**src/hdl/tbcd_pkg.sv**
```systemverilog
// Package: shared types, codes and default sizes of the tagged byte channel demux.
package tbcd_pkg;

	// Default configuration
	localparam int DEF_RING_DEPTH = 64;
	localparam int DEF_CHANNELS   = 2;

	// A tag byte carries TAG_BASE + channel
	localparam logic [7:0] TAG_BASE = 8'd127;

	// Operation codes
	localparam logic OP_RECEIVE = 1'b0;
	localparam logic OP_READ    = 1'b1;

	// Status codes
	localparam logic [2:0] ST_TAG          = 3'd0;
	localparam logic [2:0] ST_STORED       = 3'd1;
	localparam logic [2:0] ST_SKIPPED      = 3'd2;
	localparam logic [2:0] ST_LINE_ERR     = 3'd3;
	localparam logic [2:0] ST_OVERFLOW     = 3'd4;
	localparam logic [2:0] ST_EMPTY        = 3'd5;
	localparam logic [2:0] ST_BADTAG_OR_OK = 3'd6;

	// Input transaction
	typedef struct packed {
		logic       operation;
		logic [7:0] line_byte;
		logic       line_error;
		logic       read_channel;
	} in_item_t;

	// Output transaction
	typedef struct packed {
		logic [7:0] read_data;
		logic [2:0] status;
		logic       read_valid;
	} out_item_t;

	// Ring memory access strobes
	typedef struct packed {
		logic we;
		logic re;
	} mem_ctl_t;

	// Per-item outcome handed from the control to the output pipeline
	typedef struct packed {
		logic [2:0] status;
		logic       pop;
	} item_res_t;

endpackage

```
**src/hdl/tagged_byte_channel_demux_unit.sv**
```systemverilog
// Top level: tagged byte channel demux with request decode, ring RAM and output stage.
//
// A serial byte stream is split into per-channel rings. On the request channel,
// operation RECEIVE hands one line byte: a tag byte 127 + channel arms the
// channel, the next byte is stored in its ring; bytes below 127 are skipped
// while hunting, a line error drops the pending pair. Operation READ pops the
// oldest byte of read_channel. Every request yields exactly one result
// transaction with read_data, status and read_valid.
// Timing: decode and the RAM read happen at the accept edge, into stage 1; the
// result then moves into the output register and is held until it is taken.
// Throughput: one request per cycle while the output is not stalled; the ring
// RAM has one port and each request uses it at most once, in its accept cycle.
// Reset clears the tag hunt state and all ring pointers, so every ring reads
// empty; ring contents are not cleared and no clearing pass is needed.
// When result_ready is held low, the output register and the one stage
// behind it fill, then request_ready drops until the output is taken.
module tagged_byte_channel_demux_unit import tbcd_pkg::*; #(
	parameter int RING_DEPTH = DEF_RING_DEPTH,
	parameter int CHANNELS   = DEF_CHANNELS
) (
	input  logic      clk,
	input  logic      arst_n,
	input  logic      request_valid,
	output logic      request_ready,
	input  in_item_t  request,
	output logic      result_valid,
	input  logic      result_ready,
	output out_item_t result
);

	localparam int DEPTH = CHANNELS * RING_DEPTH;
	localparam int AW    = (DEPTH > 1) ? $clog2(DEPTH) : 1;

	logic          accept, s1_adv;
	mem_ctl_t      mem_ctl;
	logic [AW-1:0] mem_addr;
	logic [7:0]    mem_rdata;
	item_res_t     res;

	logic       valid_s1;
	item_res_t  res_s1;
	logic       out_valid_q;
	out_item_t  out_q;

	// Handshake: stage 1 moves when the output register is free or draining
	assign s1_adv        = valid_s1 && (!out_valid_q || result_ready);
	assign request_ready = !valid_s1 || s1_adv;
	assign accept        = request_valid && request_ready;

	tbcd_ctrl #(
		.RING_DEPTH(RING_DEPTH),
		.CHANNELS  (CHANNELS),
		.AW        (AW)
	) u_ctrl (
		.clk     (clk),
		.arst_n  (arst_n),
		.accept  (accept),
		.item    (request),
		.mem_ctl (mem_ctl),
		.mem_addr(mem_addr),
		.res     (res)
	);

	tbcd_ring_ram #(
		.DEPTH(DEPTH),
		.AW   (AW)
	) u_ram (
		.clk  (clk),
		.ctl  (mem_ctl),
		.addr (mem_addr),
		.wdata(request.line_byte),
		.rdata(mem_rdata)
	);

	// Stage 1: outcome waits for RAM read data
	always_ff @(posedge clk or negedge arst_n) begin
		if (!arst_n) begin
			valid_s1 <= 1'b0;
		end else if (accept) begin
			valid_s1 <= 1'b1;
		end else if (s1_adv) begin
			valid_s1 <= 1'b0;
		end
	end

	always_ff @(posedge clk) begin
		if (accept) begin
			res_s1 <= res;
		end
	end

	// Output register
	always_ff @(posedge clk or negedge arst_n) begin
		if (!arst_n) begin
			out_valid_q <= 1'b0;
		end else if (s1_adv) begin
			out_valid_q <= 1'b1;
		end else if (result_ready) begin
			out_valid_q <= 1'b0;
		end
	end

	always_ff @(posedge clk) begin
		if (s1_adv) begin
			out_q.read_data  <= res_s1.pop ? mem_rdata : 8'd0;
			out_q.status     <= res_s1.status;
			out_q.read_valid <= res_s1.pop;
		end
	end

	assign result_valid = out_valid_q;
	assign result       = out_q;

	// A popped byte always carries the read-ok status
	a_pop_status: assert property (@(posedge clk) disable iff (!arst_n)
		out_valid_q && out_q.read_valid |-> out_q.status == ST_BADTAG_OR_OK)
		else $error("popped byte with wrong status");

	// Data field is zero unless a byte was popped
	a_zero_data: assert property (@(posedge clk) disable iff (!arst_n)
		out_valid_q && !out_q.read_valid |-> out_q.read_data == 8'd0)
		else $error("nonzero read_data without a pop");

	// Requests are only held off while stage 1 is stuck behind a full output
	a_ready_stall: assert property (@(posedge clk) disable iff (!arst_n)
		!request_ready |-> valid_s1 && out_valid_q && !result_ready)
		else $error("request_ready low without a stalled output");

endmodule

```
**src/hdl/tbcd_ring_ram.sv**
```systemverilog
// Ring storage: single-port synchronous RAM with registered read data.
module tbcd_ring_ram import tbcd_pkg::*; #(
	parameter int DEPTH = DEF_CHANNELS * DEF_RING_DEPTH,
	parameter int AW    = $clog2(DEF_CHANNELS * DEF_RING_DEPTH)
) (
	input  logic          clk,
	input  mem_ctl_t      ctl,
	input  logic [AW-1:0] addr,
	input  logic [7:0]    wdata,
	output logic [7:0]    rdata
);

	logic [7:0] mem [DEPTH];
	logic [7:0] rdata_q;

	// Write port
	always_ff @(posedge clk) begin
		if (ctl.we) begin
			mem[addr] <= wdata;
		end
	end

	// Read port, registered, holds between reads
	always_ff @(posedge clk) begin
		if (ctl.re) begin
			rdata_q <= mem[addr];
		end
	end

	assign rdata = rdata_q;

endmodule

```
**src/hdl/tbcd_ctrl.sv**
```systemverilog
// Control: tag hunt state, per-channel ring pointers and RAM request decode.
module tbcd_ctrl import tbcd_pkg::*; #(
	parameter int RING_DEPTH = DEF_RING_DEPTH,
	parameter int CHANNELS   = DEF_CHANNELS,
	parameter int AW         = $clog2(DEF_CHANNELS * DEF_RING_DEPTH)
) (
	input  logic          clk,
	input  logic          arst_n,
	input  logic          accept,
	input  in_item_t      item,
	output mem_ctl_t      mem_ctl,
	output logic [AW-1:0] mem_addr,
	output item_res_t     res
);

	localparam int PTR_W = $clog2(RING_DEPTH);
	localparam int CH_W  = (CHANNELS > 1) ? $clog2(CHANNELS) : 1;
	localparam logic [PTR_W-1:0] PTR_LAST = PTR_W'(RING_DEPTH - 1);

	logic             awaiting_q;
	logic [CH_W-1:0]  pend_q;
	logic [PTR_W-1:0] wp_q [CHANNELS];
	logic [PTR_W-1:0] rp_q [CHANNELS];

	logic [CH_W-1:0]  ch;
	logic [PTR_W-1:0] wp_cur, rp_cur, wp_nx, rp_nx;
	logic [7:0]       tag_off;
	logic             tag_ok, rd_ch_ok;

	// Channel select and pointer lookups
	always_comb begin
		ch      = (item.operation == OP_READ) ? CH_W'(item.read_channel) : pend_q;
		wp_cur  = wp_q[ch];
		rp_cur  = rp_q[ch];
		wp_nx   = (wp_cur == PTR_LAST) ? '0 : wp_cur + 1'b1;
		rp_nx   = (rp_cur == PTR_LAST) ? '0 : rp_cur + 1'b1;
		tag_off = item.line_byte - TAG_BASE;
		tag_ok  = (item.line_byte >= TAG_BASE) && (9'(tag_off) < 9'(CHANNELS));
		rd_ch_ok = (9'(item.read_channel) < 9'(CHANNELS));
	end

	// Item decode: status, RAM strobe and address
	always_comb begin
		mem_ctl    = '0;
		mem_addr   = '0;
		res.status = ST_SKIPPED;
		res.pop    = 1'b0;
		if (item.operation == OP_READ) begin
			if (rd_ch_ok && (rp_cur != wp_cur)) begin
				mem_ctl.re = accept;
				mem_addr   = AW'(int'(ch) * RING_DEPTH + int'(rp_nx));
				res.status = ST_BADTAG_OR_OK;
				res.pop    = 1'b1;
			end else begin
				res.status = ST_EMPTY;
			end
		end else if (item.line_error) begin
			res.status = ST_LINE_ERR;
		end else if (awaiting_q) begin
			mem_ctl.we = accept;
			mem_addr   = AW'(int'(ch) * RING_DEPTH + int'(wp_nx));
			res.status = (wp_nx == rp_cur) ? ST_OVERFLOW : ST_STORED;
		end else if (item.line_byte < TAG_BASE) begin
			res.status = ST_SKIPPED;
		end else if (tag_ok) begin
			res.status = ST_TAG;
		end else begin
			res.status = ST_BADTAG_OR_OK;
		end
	end

	// State update on each accepted transaction
	always_ff @(posedge clk or negedge arst_n) begin
		if (!arst_n) begin
			awaiting_q <= 1'b0;
			pend_q     <= '0;
			for (int i = 0; i < CHANNELS; i++) begin
				wp_q[i] <= '0;
				rp_q[i] <= '0;
			end
		end else if (accept) begin
			if (item.operation == OP_READ) begin
				if (res.pop) begin
					rp_q[ch] <= rp_nx;
				end
			end else if (item.line_error) begin
				awaiting_q <= 1'b0;
			end else if (awaiting_q) begin
				awaiting_q <= 1'b0;
				wp_q[ch]   <= wp_nx;
			end else if (tag_ok) begin
				awaiting_q <= 1'b1;
				pend_q     <= tag_off[CH_W-1:0];
			end
		end
	end

	// RAM is never written and read by the same transaction
	a_mem_excl: assert property (@(posedge clk) disable iff (!arst_n)
		!(mem_ctl.we && mem_ctl.re))
		else $error("ring RAM write and read in the same cycle");

	// An accepted tag arms the data byte
	a_tag_arms: assert property (@(posedge clk) disable iff (!arst_n)
		accept && (item.operation == OP_RECEIVE) && (res.status == ST_TAG) |=> awaiting_q)
		else $error("accepted tag did not arm data capture");

	// A store only happens while a data byte is awaited
	a_store_armed: assert property (@(posedge clk) disable iff (!arst_n)
		mem_ctl.we |-> awaiting_q && accept)
		else $error("ring store without a pending tag");

endmodule
```
**config.mk**
```make
export PLATFORM = sky130hd
export DESIGN_NAME = tagged_byte_channel_demux_unit
export DESIGN_NICKNAME = d
export VERILOG_FILES = /design/src/hdl/tbcd_pkg.sv /design/src/hdl/tagged_byte_channel_demux_unit.sv /design/src/hdl/tbcd_ring_ram.sv /design/src/hdl/tbcd_ctrl.sv
export SDC_FILE = /design/constraint.sdc
export NUM_CORES = 1
export LEC_CHECK = 0
export ABC_AREA = 1
export ABC_CLOCK_PERIOD_IN_PS = 2950
export BUFFER_PORTS_ARGS = -buffer_cell sky130_fd_sc_hd__buf_2
export CAP_MARGIN = 20
export CELL_PAD_IN_SITES_DETAIL_PLACEMENT = 1
export CELL_PAD_IN_SITES_GLOBAL_PLACEMENT = 1
export CORE_UTILIZATION = 26
export DETAILED_ROUTE_END_ITERATION = 8
export PLACE_DENSITY = 0.59
export REMOVE_ABC_BUFFERS = 1
export SYNTH_ARGS = -nofsm -noshare
export SYNTH_HDL_FRONTEND = slang
export SYNTH_SLANG_ARGS = --single-unit
```
**constraint.sdc**
```tcl
create_clock -name clk -period 2.95 [get_ports clk]
set_input_delay 0.1475 -clock clk [delete_from_list [all_inputs] [get_ports clk]]
set_output_delay 0.1475 -clock clk [all_outputs]
set_load 0.01 [all_outputs]
```
[After elaboration in Yosys (flattened, before gate mapping)]
Memories as Yosys holds them, arrays and structs flattened. A register that Yosys moved wholly into a read port is not among the register bits.
Cells that the tools add are included.
Storage, ports and cells
  memories: 1
  memory bits (writable): 1024
  input port bits: 15
  flip-flop bits (word level): 44
  output and inout port bits: 14
Memories
  u_ram.mem: depth 128, bits a word 8, rd ports 1, clocked after Yosys merged registers in 1, wr ports 1, RTL line tbcd_ring_ram.sv:13  | logic [7:0] mem [DEPTH];
Operators by class
  multiplexer cells: 40
  $add $sub $neg: 5
  reduce and logical (&&, ||, !) cells: 14
  bitwise logic cells: 4
  equality and inequality tests: 4
  magnitude comparators: 5
Operators by type and width (number)
  2-to-1 mux 6 bit: 9
  2-to-1 mux 7 bit: 4
  bitwise mux 12 bit: 2
  2-to-1 mux 3 bit: 6
  2-to-1 mux 1 bit: 17
  adder 7 x 6 -> 7 bit: 2
  adder 6 x 1 -> 6 bit (second input constant): 2
  equality test 6 bit (second input constant): 2
  greater-or-equal comparator 8 x 7 -> 1 bit (second input constant): 1
  < comparator 8 x 2 -> 1 bit (second input constant): 1
  < comparator 8 x 7 -> 1 bit (second input constant): 1
  subtractor 8 x 7 -> 8 bit (second input constant): 1
  demux 6 bit (select 1 bit): 1
  equality test 6 bit: 1
  inequality test 6 bit: 1
  AND reduction 5 bit: 1
  logical AND 1 bit: 4
  AND reduction 4 bit: 1
  nonzero test 2 bit: 2
  inverter 1 bit: 3
  AND reduction 3 bit: 1
  greater-or-equal comparator 2 bit (second input constant): 1
  zero test 1 bit: 2
  logical OR 1 bit: 2
  4 further kinds: 4

[Logic depth before layout (Yosys ltp)]
Gate-level depths: netlist of the first run.
  depth in word-level cells: 12
  gate-level depth with buffers: 25
  mapped depth without buffers: 22

[Modules after synthesis]
A second synthesis of the first run with hierarchy kept.
Second synthesis, totals
  cells, all modules: 4740
  area total of the unflattened synthesis: 46614.7 um2
Modules (own cells, without submodules)
  tbcd_ring_ram: times used 1, cells each 4402, area each 44056.0 um2, sequential area each 30989.7 um2
  tbcd_ctrl: times used 1, cells each 293, area each 1923.1 um2, sequential area each 650.6 um2
  tagged_byte_channel_demux_unit: times used 1, cells each 45, area each 635.6 um2, sequential area each 530.5 um2

[Least setup slack after synthesis of the first run]
No wires, ideal clock.
  kind: register to register
  start point: register u_ctrl.pend_q
  end point: memory u_ram.mem[104][0] (enable)
  path slack: -0.296 ns
  setup time: 0.370 ns
  stages on the path, launching flop included: 18
  required time: 2.580 ns
  arrival: 2.875 ns
  path buffers: 5
  cell sequence: dfrtp_1 -> nand2_2 -> buf_2 -> nand3_1 -> nand2_1 -> ha_1 -> inv_1 -> nor3_2 -> a21oi_1 -> nand3_2 -> nand2_2 -> buf_6 -> buf_6 -> buf_2 -> nor2_2 -> nand2_1 -> buf_2 -> nor2_1
On the way
  word-level cells in the longest chain between the ends: 11
  elaborated cells between the ends (all ways): 21
RTL lines
  from (decl): RTL line tbcd_ctrl.sv:21  | logic [CH_W-1:0] pend_q;
  from (signal assigned): RTL line tbcd_ctrl.sv:93  | pend_q <= tag_off[CH_W-1:0];
  2-to-1 mux 1 bit (*): RTL line tbcd_ctrl.sv:32  | ch = (item.operation == OP_READ) ? CH_W'(item.read_channel) : pend_q;
  inverter 1 -> 2 bit (not written as such): RTL line tbcd_ctrl.sv:33, tbcd_ctrl.sv:34
  2-to-1 mux 6 bit (not written as such) (3 in a row): RTL line tbcd_ctrl.sv:33  | wp_cur = wp_q[ch];
  adder 6 x 1 -> 6 bit / equality test 6 bit (equally long branches): RTL line tbcd_ctrl.sv:35  | wp_nx = (wp_cur == PTR_LAST) ? '0 : wp_cur + 1'b1;
  2-to-1 mux 6 bit: RTL line tbcd_ctrl.sv:35
  adder 7 x 6 -> 7 bit: RTL line tbcd_ctrl.sv:61  | mem_addr = AW'(int'(ch) * RING_DEPTH + int'(wp_nx));
  2-to-1 mux 7 bit: RTL line tbcd_ctrl.sv:59  | end else if (awaiting_q) begin
  2-to-1 mux 7 bit: RTL line tbcd_ctrl.sv:57  | end else if (item.line_error) begin
  2-to-1 mux 7 bit (*): RTL line tbcd_ctrl.sv:48  | if (item.operation == OP_READ) begin
  to (decl): RTL line tbcd_ring_ram.sv:13
Every way passes the cells marked *; elsewhere a longest branch is shown, timed or not. The select of a mux whose other input is x is not followed.

[Worst setup path after layout of the first run]
  start point: register u_ctrl.pend_q
  end point: register u_ram.rdata_q[3], in the netlist u_ram.rdata[3], read port of u_ram.mem (data pin)
On the way
  word-level cells in the longest chain between the ends: 11
  elaborated cells between the ends (all ways): 23
RTL lines
  2-to-1 mux 1 bit (*): RTL line tbcd_ctrl.sv:32
  inverter 1 -> 2 bit (not written as such): RTL line tbcd_ctrl.sv:33, tbcd_ctrl.sv:34
  2-to-1 mux 6 bit (not written as such) (3 in a row): RTL line tbcd_ctrl.sv:33
  adder 6 x 1 -> 6 bit / equality test 6 bit (equally long branches): RTL line tbcd_ctrl.sv:35
  2-to-1 mux 6 bit: RTL line tbcd_ctrl.sv:35
  adder 7 x 6 -> 7 bit: RTL line tbcd_ctrl.sv:61
  2-to-1 mux 7 bit: RTL line tbcd_ctrl.sv:59
  2-to-1 mux 7 bit: RTL line tbcd_ctrl.sv:57
  2-to-1 mux 7 bit: RTL line tbcd_ctrl.sv:48
  to (decl): RTL line tbcd_ring_ram.sv:14  | logic [7:0] rdata_q;
Marked as above.
A chain may end at the register's enable or synchronous reset.

==> key figures, run 1 <==
Status
  • Status: finished with violations
  • Failing checks: negative setup slack

Worst setup path
  • Arr. time, crit path: ~4000 ps
  • Worst endpoint required time: approximately 3500 ps
  • R2R Setup Slk: -580 ps
  • RR Endpoint: u_ram.rdata[3]
  • RR Startpoint: u_ctrl.pend_q
  • Setup CP Type: flip-flop to flip-flop
  • Startpoint Class: flip-flop
  • Worst R2R Path Depth: 21
  • Worst-path maximum fanout: 20
  • CP Capture Type: flip-flop

Timing
  • RSZ-0062 raised after global routing: true
  • Worst-Margin Slew: 1080 ps
  • Fin crit period: roughly 3500 ps
  • F_max: between 200 and 300 MHz
  • Final Max Tran Viols: 0
  • Headroom to the max-slew limit: 0.281
  • Part of the cycle the worst path needs: 1.20
  • Setup ws final: -585 ps
  • Clock skew: ~25 ps
  • Setup violations, final: between 1000 and 1500
  • Hold Violations, Final: 0
  • Hold_ws: 60.6 ps

Min path
  • WHS Endpoint: u_ram.mem[34][4]
  • Hold Path Depth: 2
  • Hold Startpoint: request[6]
  • Hold Path Class: primary input to flip-flop

Global routing
  • Initial antenna violation count: 2
  • All-Layer GR Usage: 0.166
  • First-pass GRT wire length: approximately 230 mm
  • Grt ovf: 0
  • Vias in the first global route: roughly 35000
  • Largest net degree at the start of global routing: ~130

Clock network
  • CTS max path bufs: 3
  • CTS sink cnt: ~1100
  • Root Driver: clkbuf_16
  • CTS tree: yes
  • H-tree depth: 3
  • Clock Latency Late Sink: around 750 ps
  • Reg clk slew, reported paths: 60 ps
  • Num CTS Buffers: between 100 and 150

Die
  • Die Wd: 429 um
  • I/O pin count: 29
  • Core area: around 0.18 mm^2
  • Die ar.: 0.184 mm^2
  • Die Y: around 430 um
  • Initial Util: 0.262
  • Row Count: ~160

Cells and area
  • Ratio of cells with drive above 1 in the final layout: 0.211
  • Finished Cell Area: 0.0609 mm^2
  • Layout Nets: between 5000 and 6000
  • Area growth from synthesis to layout: 28.6%

Pwr
  • Seq pwr share: 0.352
  • Clock power share: 0.304
  • Tot Pwr: between 0.04 and 0.05 W
  • PwrDens: between 700 and 800 mW/mm^2
  • Switch Pwr: ~0.017 W
  • Combinational Power Share: 0.344
  • Int Pwr: between 0.03 and 0.04 W
  • Switch share: 0.344
  • Leakage power: 24.9 nW
  • IR drop worst, VDD: approximately 0.00052 V

Logic synthesis
  • Synth top area share: 0.665
  • Ys flop type: edfxtp_1
  • Seq cells post-synth: ~1100
  • Distinct cell type count after synthesis: 37
  • Mapped Cells: 4588
  • Asr flop ratio synth: 0.0260
  • Mapped Area: about 0.047 mm^2
  • Sequential area share after synthesis: 0.680
  • Synth area leaders: edfxtp_1 (66%), nand2_1 (10%), inv_1 (5.7%)
  • Leading area contributor after synthesis: edfxtp_1
  • Syn. warnings: 0
  • Number of flops mapped to enable cells by yosys: between 1000 and 1500
  • Post-Syn Area per Cell: between 10 and 15 um^2

Route
  • Wire length per cell: around 21 um
  • Vias/cell: 4.46
  • Final ANT Viol Nets: 0
  • Total Routed Length: 158 mm
  • Drt first pass iters: 5
  • Vias after detailed routing: about 34000
  • # DRC: 0
  • Starting DRT DRC Count: approximately 2500

Placed design
  • I/O Buffers: 28
  • Final Wtd Congestion: 0.850
  • Post-detail-place hpwl: a little under 100 mm
  • Placed Area: 0.0540 mm^2

Flow run
  • Max Cap Viol: 0
-- through the flow --
stage / setup WS, ps / setup TNS [ps] / util / instances
after global placement: -857 / -564870 / 0.299 / 7257
after CTS: -588 / -398200 / 0.327 / 7526
after detailed placement: -888 / -593970 / 0.299 / 7257
after floorplan: -12270 / - / - / 4376
after global routing: -768 / -569470 / 0.337 / 7561
final: -585 / -403760 / 0.337 / 7561
-- cell usage in the layout, fill, tap and decap left out, types with 86 or more instances in the layout --
cell | Yosys | layout
nand3_1 | 390 | 386
buf_6 | 4 | 86
nor2_1 | 477 | 374
buf_4 | 17 | 347
nand2_2 | 2 | 92
inv_1 | 715 | 712
edfxtp_1 | 1048 | 1048
nand3b_1 | 142 | 142
nand2_1 | 1263 | 1158
clkbuf_16 | 0 | 137
-- worst max path at each step --
stage	startpoint	endpoint	slack, ps	cells after the start
3_5_place_dp	request[10]	u_ram.rdata[7]	-890	24
5_1_grt	u_ctrl.pend_q	u_ram.rdata[7]	-770	25
3_3_place_gp	request[10]	u_ram.rdata[6]	-860	24
2_1_floorplan	u_ctrl.pend_q	u_ram.mem[107][0]	-12270	14
4_1_cts	u_ctrl.pend_q	u_ram.rdata[1]	-590	24
6_report	u_ctrl.pend_q	u_ram.rdata[3]	-580	21
-- worst max-delay path: stages, from the launching register on --
cell	delay, ps
dfrtp_1	380
nand2_4	140
buf_8	170
buf_6	110
nand3b_1	90
nand2_1	80
nand2_1	70
nand2_1	60
nor2_2	170
nand3_4	130
nand3_4	120
nand2_8	80
buf_12	160
bufbuf_16	320
o211ai_1	330
nand2_1	130
o21ai_2	160
nand2_2	130
nor2_4	130
nor2_1	50
nor2_1	160
nand2_1	80
-- synth_stat cells (5+ instances only) --
cell	count
inv_1	715
nor2_2	5
o211ai_1	19
clkbuf_1	39
or2_1	21
o211ai_2	5
nand3b_1	142
edfxtp_1	1048
nor2_1	477
or2_2	27
o21ai_0	42
buf_4	17
or2_0	32
nand3_1	390
nand2_1	1263
buf_2	148
o21ai_1	126
dfrtp_1	28
-- kinds of logic after synthesis --
logic type      synth area share
fa+ha+maj               0.000793
buf+inv                   0.0797
simple gates               0.215
xor+xnor                0.000740
compound gates            0.0243
flops                      0.680
-- area by class of cell --
| cell class | instances | area, um^2 |
|---|---|---|
| antenna | 1 | 2.50 |
| inverter | 719 | 2720 |
| fill | 20200 | 120000 |
| multi-input combinational | 2582 | 12700 |
| clock inverter | 71 | 606 |
| tap | 2370 | 2970 |
| sequential | 1076 | 32200 |
| timing repair buffer | 588 | 6530 |
| clock buffer | 153 | 3220 |
| timing repair inverter | 1 | 8.76 |
-- power groups by stage --
| stage | combinational [W] | clock, W | sequential [W] |
|---|---|---|---|
| 2_1_floorplan | 0.00665 | 0 | 0.0174 |
| 3_3_place_gp | 0.0134 | 0 | 0.0174 |
| 3_5_place_dp | 0.0135 | 0 | 0.0174 |
| 4_1_cts | 0.0153 | 0.0151 | 0.0171 |
| 5_1_grt | 0.0179 | 0.0156 | 0.0171 |
| 6_report | 0.0167 | 0.0148 | 0.0171 |
-- state kept, by name, indices dropped and copies added (netlist names) --
register,count
res_s1,4
result,12
result_valid,1
u_ctrl.awaiting_q,1
u_ctrl.pend_q,1
u_ctrl.rp_q,12
u_ctrl.wp_q,12
u_ram.mem,1024
u_ram.rdata,8
valid_s1,1
-- routing by layer --
layer,GRT usage,up-vias,routed length [um]
met1,0.215,17000,69700
li1,-,15900,-
met2,0.288,583,78000
met3,0.0181,220,5550
met5,0,-,0
met4,0.0535,0,4780
-- repair_timing --
action / in CTS / in global routing
buffers inserted: 24 / 26
endpoints found under the setup margin: 1034 / 1034
hold endpoints to repair: 96 / 0
hold buffers: 9 / 0
resized for setup: 178 / 334
cloned: 13 / 17
pin swaps: 24 / 106
No activity file was read; power rests on OpenSTA's default activity.
==> inputs of run 2 (changes only) <==
Settings changed: CELL_PAD_IN_SITES_DETAIL_PLACEMENT 1 to 0, GPL_TIMING_DRIVEN set to 1.
==> run 2 against run 1 <==
The run still ends with negative setup slack left. Register-to-register slack better by 30 ps. Cell area shrank 1.4%. Die area unchanged. Setup slack improved by 27 ps. Highest routed layer unchanged.
==> key figures, run 2 (synthesis results as in run 1) <==
Worst setup path
  • CP Capture Type: flip-flop
  • Worst-path maximum fanout: 7 (-65%)
  • R2R Setup Slk: -560 ps (+30 ps)
  • Startpoint Class: flip-flop
  • CP Launch Point: u_ctrl.pend_q
  • RR Endpoint: u_ram.rdata[6]
  • Arr. time, crit path: 4010 ps (-30 ps)
  • Crit path max-delay cell type: dfrtp_1
  • CP cell instances: nand2_4 > buf_4 > buf_4 > nand3_1 > nand2_2 > nand2_1 > nand2_1 > nor2_2 > nand3_4 > nand3_4 > nand2_8 > buf_12 > clkinv_16 > buf_16 > buf_6 > or2_2 > nand2_2 > nand2_2 > o21ai_4 > nand2_2 > nor2_4 > nor2_2 > nor2_2 > nand2_1
  • CP Buf/Inv Count: 6 (+2)
  • Most used cell, CP: nand2_2
  • Setup CP Type: flip-flop to flip-flop
  • Worst R2R Path Depth: 24 (+14%)
  • CP top delay family: simple AND/OR/NAND/NOR gates
  • RR Startpoint: u_ctrl.pend_q
  • CP peak stage delay: 400 ps (+20 ps)
  • Worst endpoint required time: 3450 ps (about the same)

Cells and area
  • Finished Cell Area: 0.0601 mm^2 (-1.4%)
  • Multi-input logic area: 0.0124 mm^2 (-2.4%)
  • Most frequent cells in the layout: nand2_1 (1188), edfxtp_1 (1048), inv_1 (711)
  • Top reg by flops: u_ram.mem
  • Layout Nets: 5095 (-0.18%)
  • Post-Route Utilization: 0.332 (-0.00456)
  • Area growth from synthesis to layout: 26.9%
  • Sequential Area: 0.0322 mm^2 (unchanged)
  • Ratio of cells with drive above 1 in the final layout: 0.194 (-0.0164)
  • Most common cell after layout, fill and taps aside: nand2_1
  • Largest register FFs: 1024 (unchanged)
  • Number of fill cells: 18300 (-9.4%)

Clock network
  • H-tree depth: 3 (unchanged)
  • Root Driver: clkbuf_16
  • Clock Latency Late Sink: 750 ps (about the same)
  • Num CTS Buffers: 116 (-1.7%)
  • CTS tree: yes
  • Reg clk slew, reported paths: 60 ps (about the same)
  • CTS sink cnt: 1076 (unchanged)
  • CTS max path bufs: 3 (unchanged)

Die
  • Initial Util: 0.262 (unchanged)
  • Core area: 0.181 mm^2 (unchanged)
  • Die Y: 429 um (unchanged)
  • I/O pin count: 29 (unchanged)
  • Row Count: 156 (unchanged)
  • Die Wd: 429 um (unchanged)
  • Die ar.: 0.184 mm^2 (unchanged)

Route
  • Total Routed Length: 147 mm (-7.2%)
  • Vias after detailed routing: 32200 (-4.4%)
  • Wire length per cell: 19.5 um (-7.0%)
  • Starting DRT DRC Count: 2550 (+0.35%)
  • Drt first pass iters: 7 (+2)
  • # DRC: 0 (unchanged)
  • Vias/cell: 4.27 (-4.2%)
  • Final ANT Viol Nets: 0 (unchanged)

Timing
  • Worst-Margin Slew: 986 ps (-92.8 ps)
  • RSZ-0062 raised after global routing: true
  • Fin crit period: 3510 ps (-26.6 ps)
  • Final Max Tran Viols: 0 (unchanged)
  • Clock skew: 28.7 ps (+3.74 ps)
  • Setup violations, final: 1034 (unchanged)
  • Headroom to the max-slew limit: 0.342 (+0.0619)
  • F_max: 285 MHz (+0.76%)
  • Hold_ws: 52.2 ps (-8.44 ps)
  • Setup ws final: -558 ps (+26.6 ps)
  • Part of the cycle the worst path needs: 1.19 (-0.00903)
  • Hold Violations, Final: 0 (unchanged)

Global routing
  • First-pass GRT wire length: 213 mm (-6.7%)
  • Vias in the first global route: 31900 (-9.2%)
  • All-Layer GR Usage: 0.156 (-0.00990)
  • Grt ovf: 0 (unchanged)
  • Largest net degree at the start of global routing: 129 (unchanged)
  • Initial antenna violation count: 3 (+1)

Status
  • Status: finished with violations
  • Failing checks: negative setup slack

Flow run
  • Max Cap Viol: 0 (unchanged)

Pwr
  • Leakage power: 24.6 nW (-1.1%)
  • IR drop worst, VDD: 0.000525 V (+0.42%)
  • Tot Pwr: 0.0475 W (-2.4%)
  • PwrDens: 790 mW/mm^2 (-1.0%)

Min path
  • Hold Path Class: primary input to asynchronous set/reset pin

Placed design
  • Final Wtd Congestion: 0.850 (unchanged)
  • Placed Area: 0.0540 mm^2 (unchanged)
  • I/O Buffers: 28 (unchanged)
  • Post-detail-place hpwl: 89.2 mm (-7.3%)
[run 2: cell count changes in the layout (fill, tap and decap cells not counted), sizes merged, moves of 2 or more]
cell / change
buf: +9
bufbuf: -6
bufinv: +3
clkbuf: -24
diode: +2
[run 2: what timing repair did]
action                                  4_1_cts  5_1_grt
endpoints found under the setup margin     1034     1034
gates cloned                                  9        9
hold buffers                                  9        0
resized for setup                           202      191
pin swaps                                    25       64
buffers inserted                             23       27
endpoints found under the hold margin       100        0
[run 2: power by group]
| group | internal [W] | switching (W) |
|---|---|---|
| clock network | 0.00841 | 0.00621 |
| registers | 0.0170 | 0.000130 |
| logic | 0.00600 | 0.00975 |
[run 2: worst max path at each step]
stage	end	slack, ps	cells after the start
2_1_floorplan	u_ram.mem[107][0]	-12270	14
5_1_grt	u_ram.rdata[0]	-690	24
4_1_cts	u_ram.rdata[6]	-530	25
6_report	u_ram.rdata[6]	-560	24
3_3_place_gp	u_ram.rdata[6]	-860	24
3_5_place_dp	u_ram.rdata[6]	-830	24
[run 2: metrics by stage]
| stage | worst slack, ps | setup TNS, ps | cells |
|---|---|---|---|
| 3_5_place_dp | -827 | -536550 | 7257 |
| 2_1_floorplan | -12270 | - | 4376 |
| 4_1_cts | -535 | -320080 | 7508 |
| 6_report | -558 | -402370 | 7543 |
| 3_3_place_gp | -857 | -564870 | 7257 |
| 5_1_grt | -685 | -534310 | 7541 |
[run 2: cell type report]
type,instances,area share
Timing Repair Buffer,582,0.101
Antenna cell,3,0.000125
Clock buffer,138,0.0504
Tap cell,2370,0.0494
Clock inverter,73,0.0117
Timing Repair inverter,1,0.000271
Inverter,719,0.0457
Sequential cell,1076,0.536
Multi-Input combinational cell,2581,0.206
[run 2: per-layer routing]
metal / vias up / part of all wire / track usage / wire length (um)
met2: 624 / 0.48 / 0.263 / 70600
met3: 179 / 0.044 / 0.0174 / 6440
met5: - / 0 / 0 / 0
met1: 15600 / 0.44 / 0.208 / 65200
li1: 15900 / - / - / -
met4: 0 / 0.031 / 0.0501 / 4540
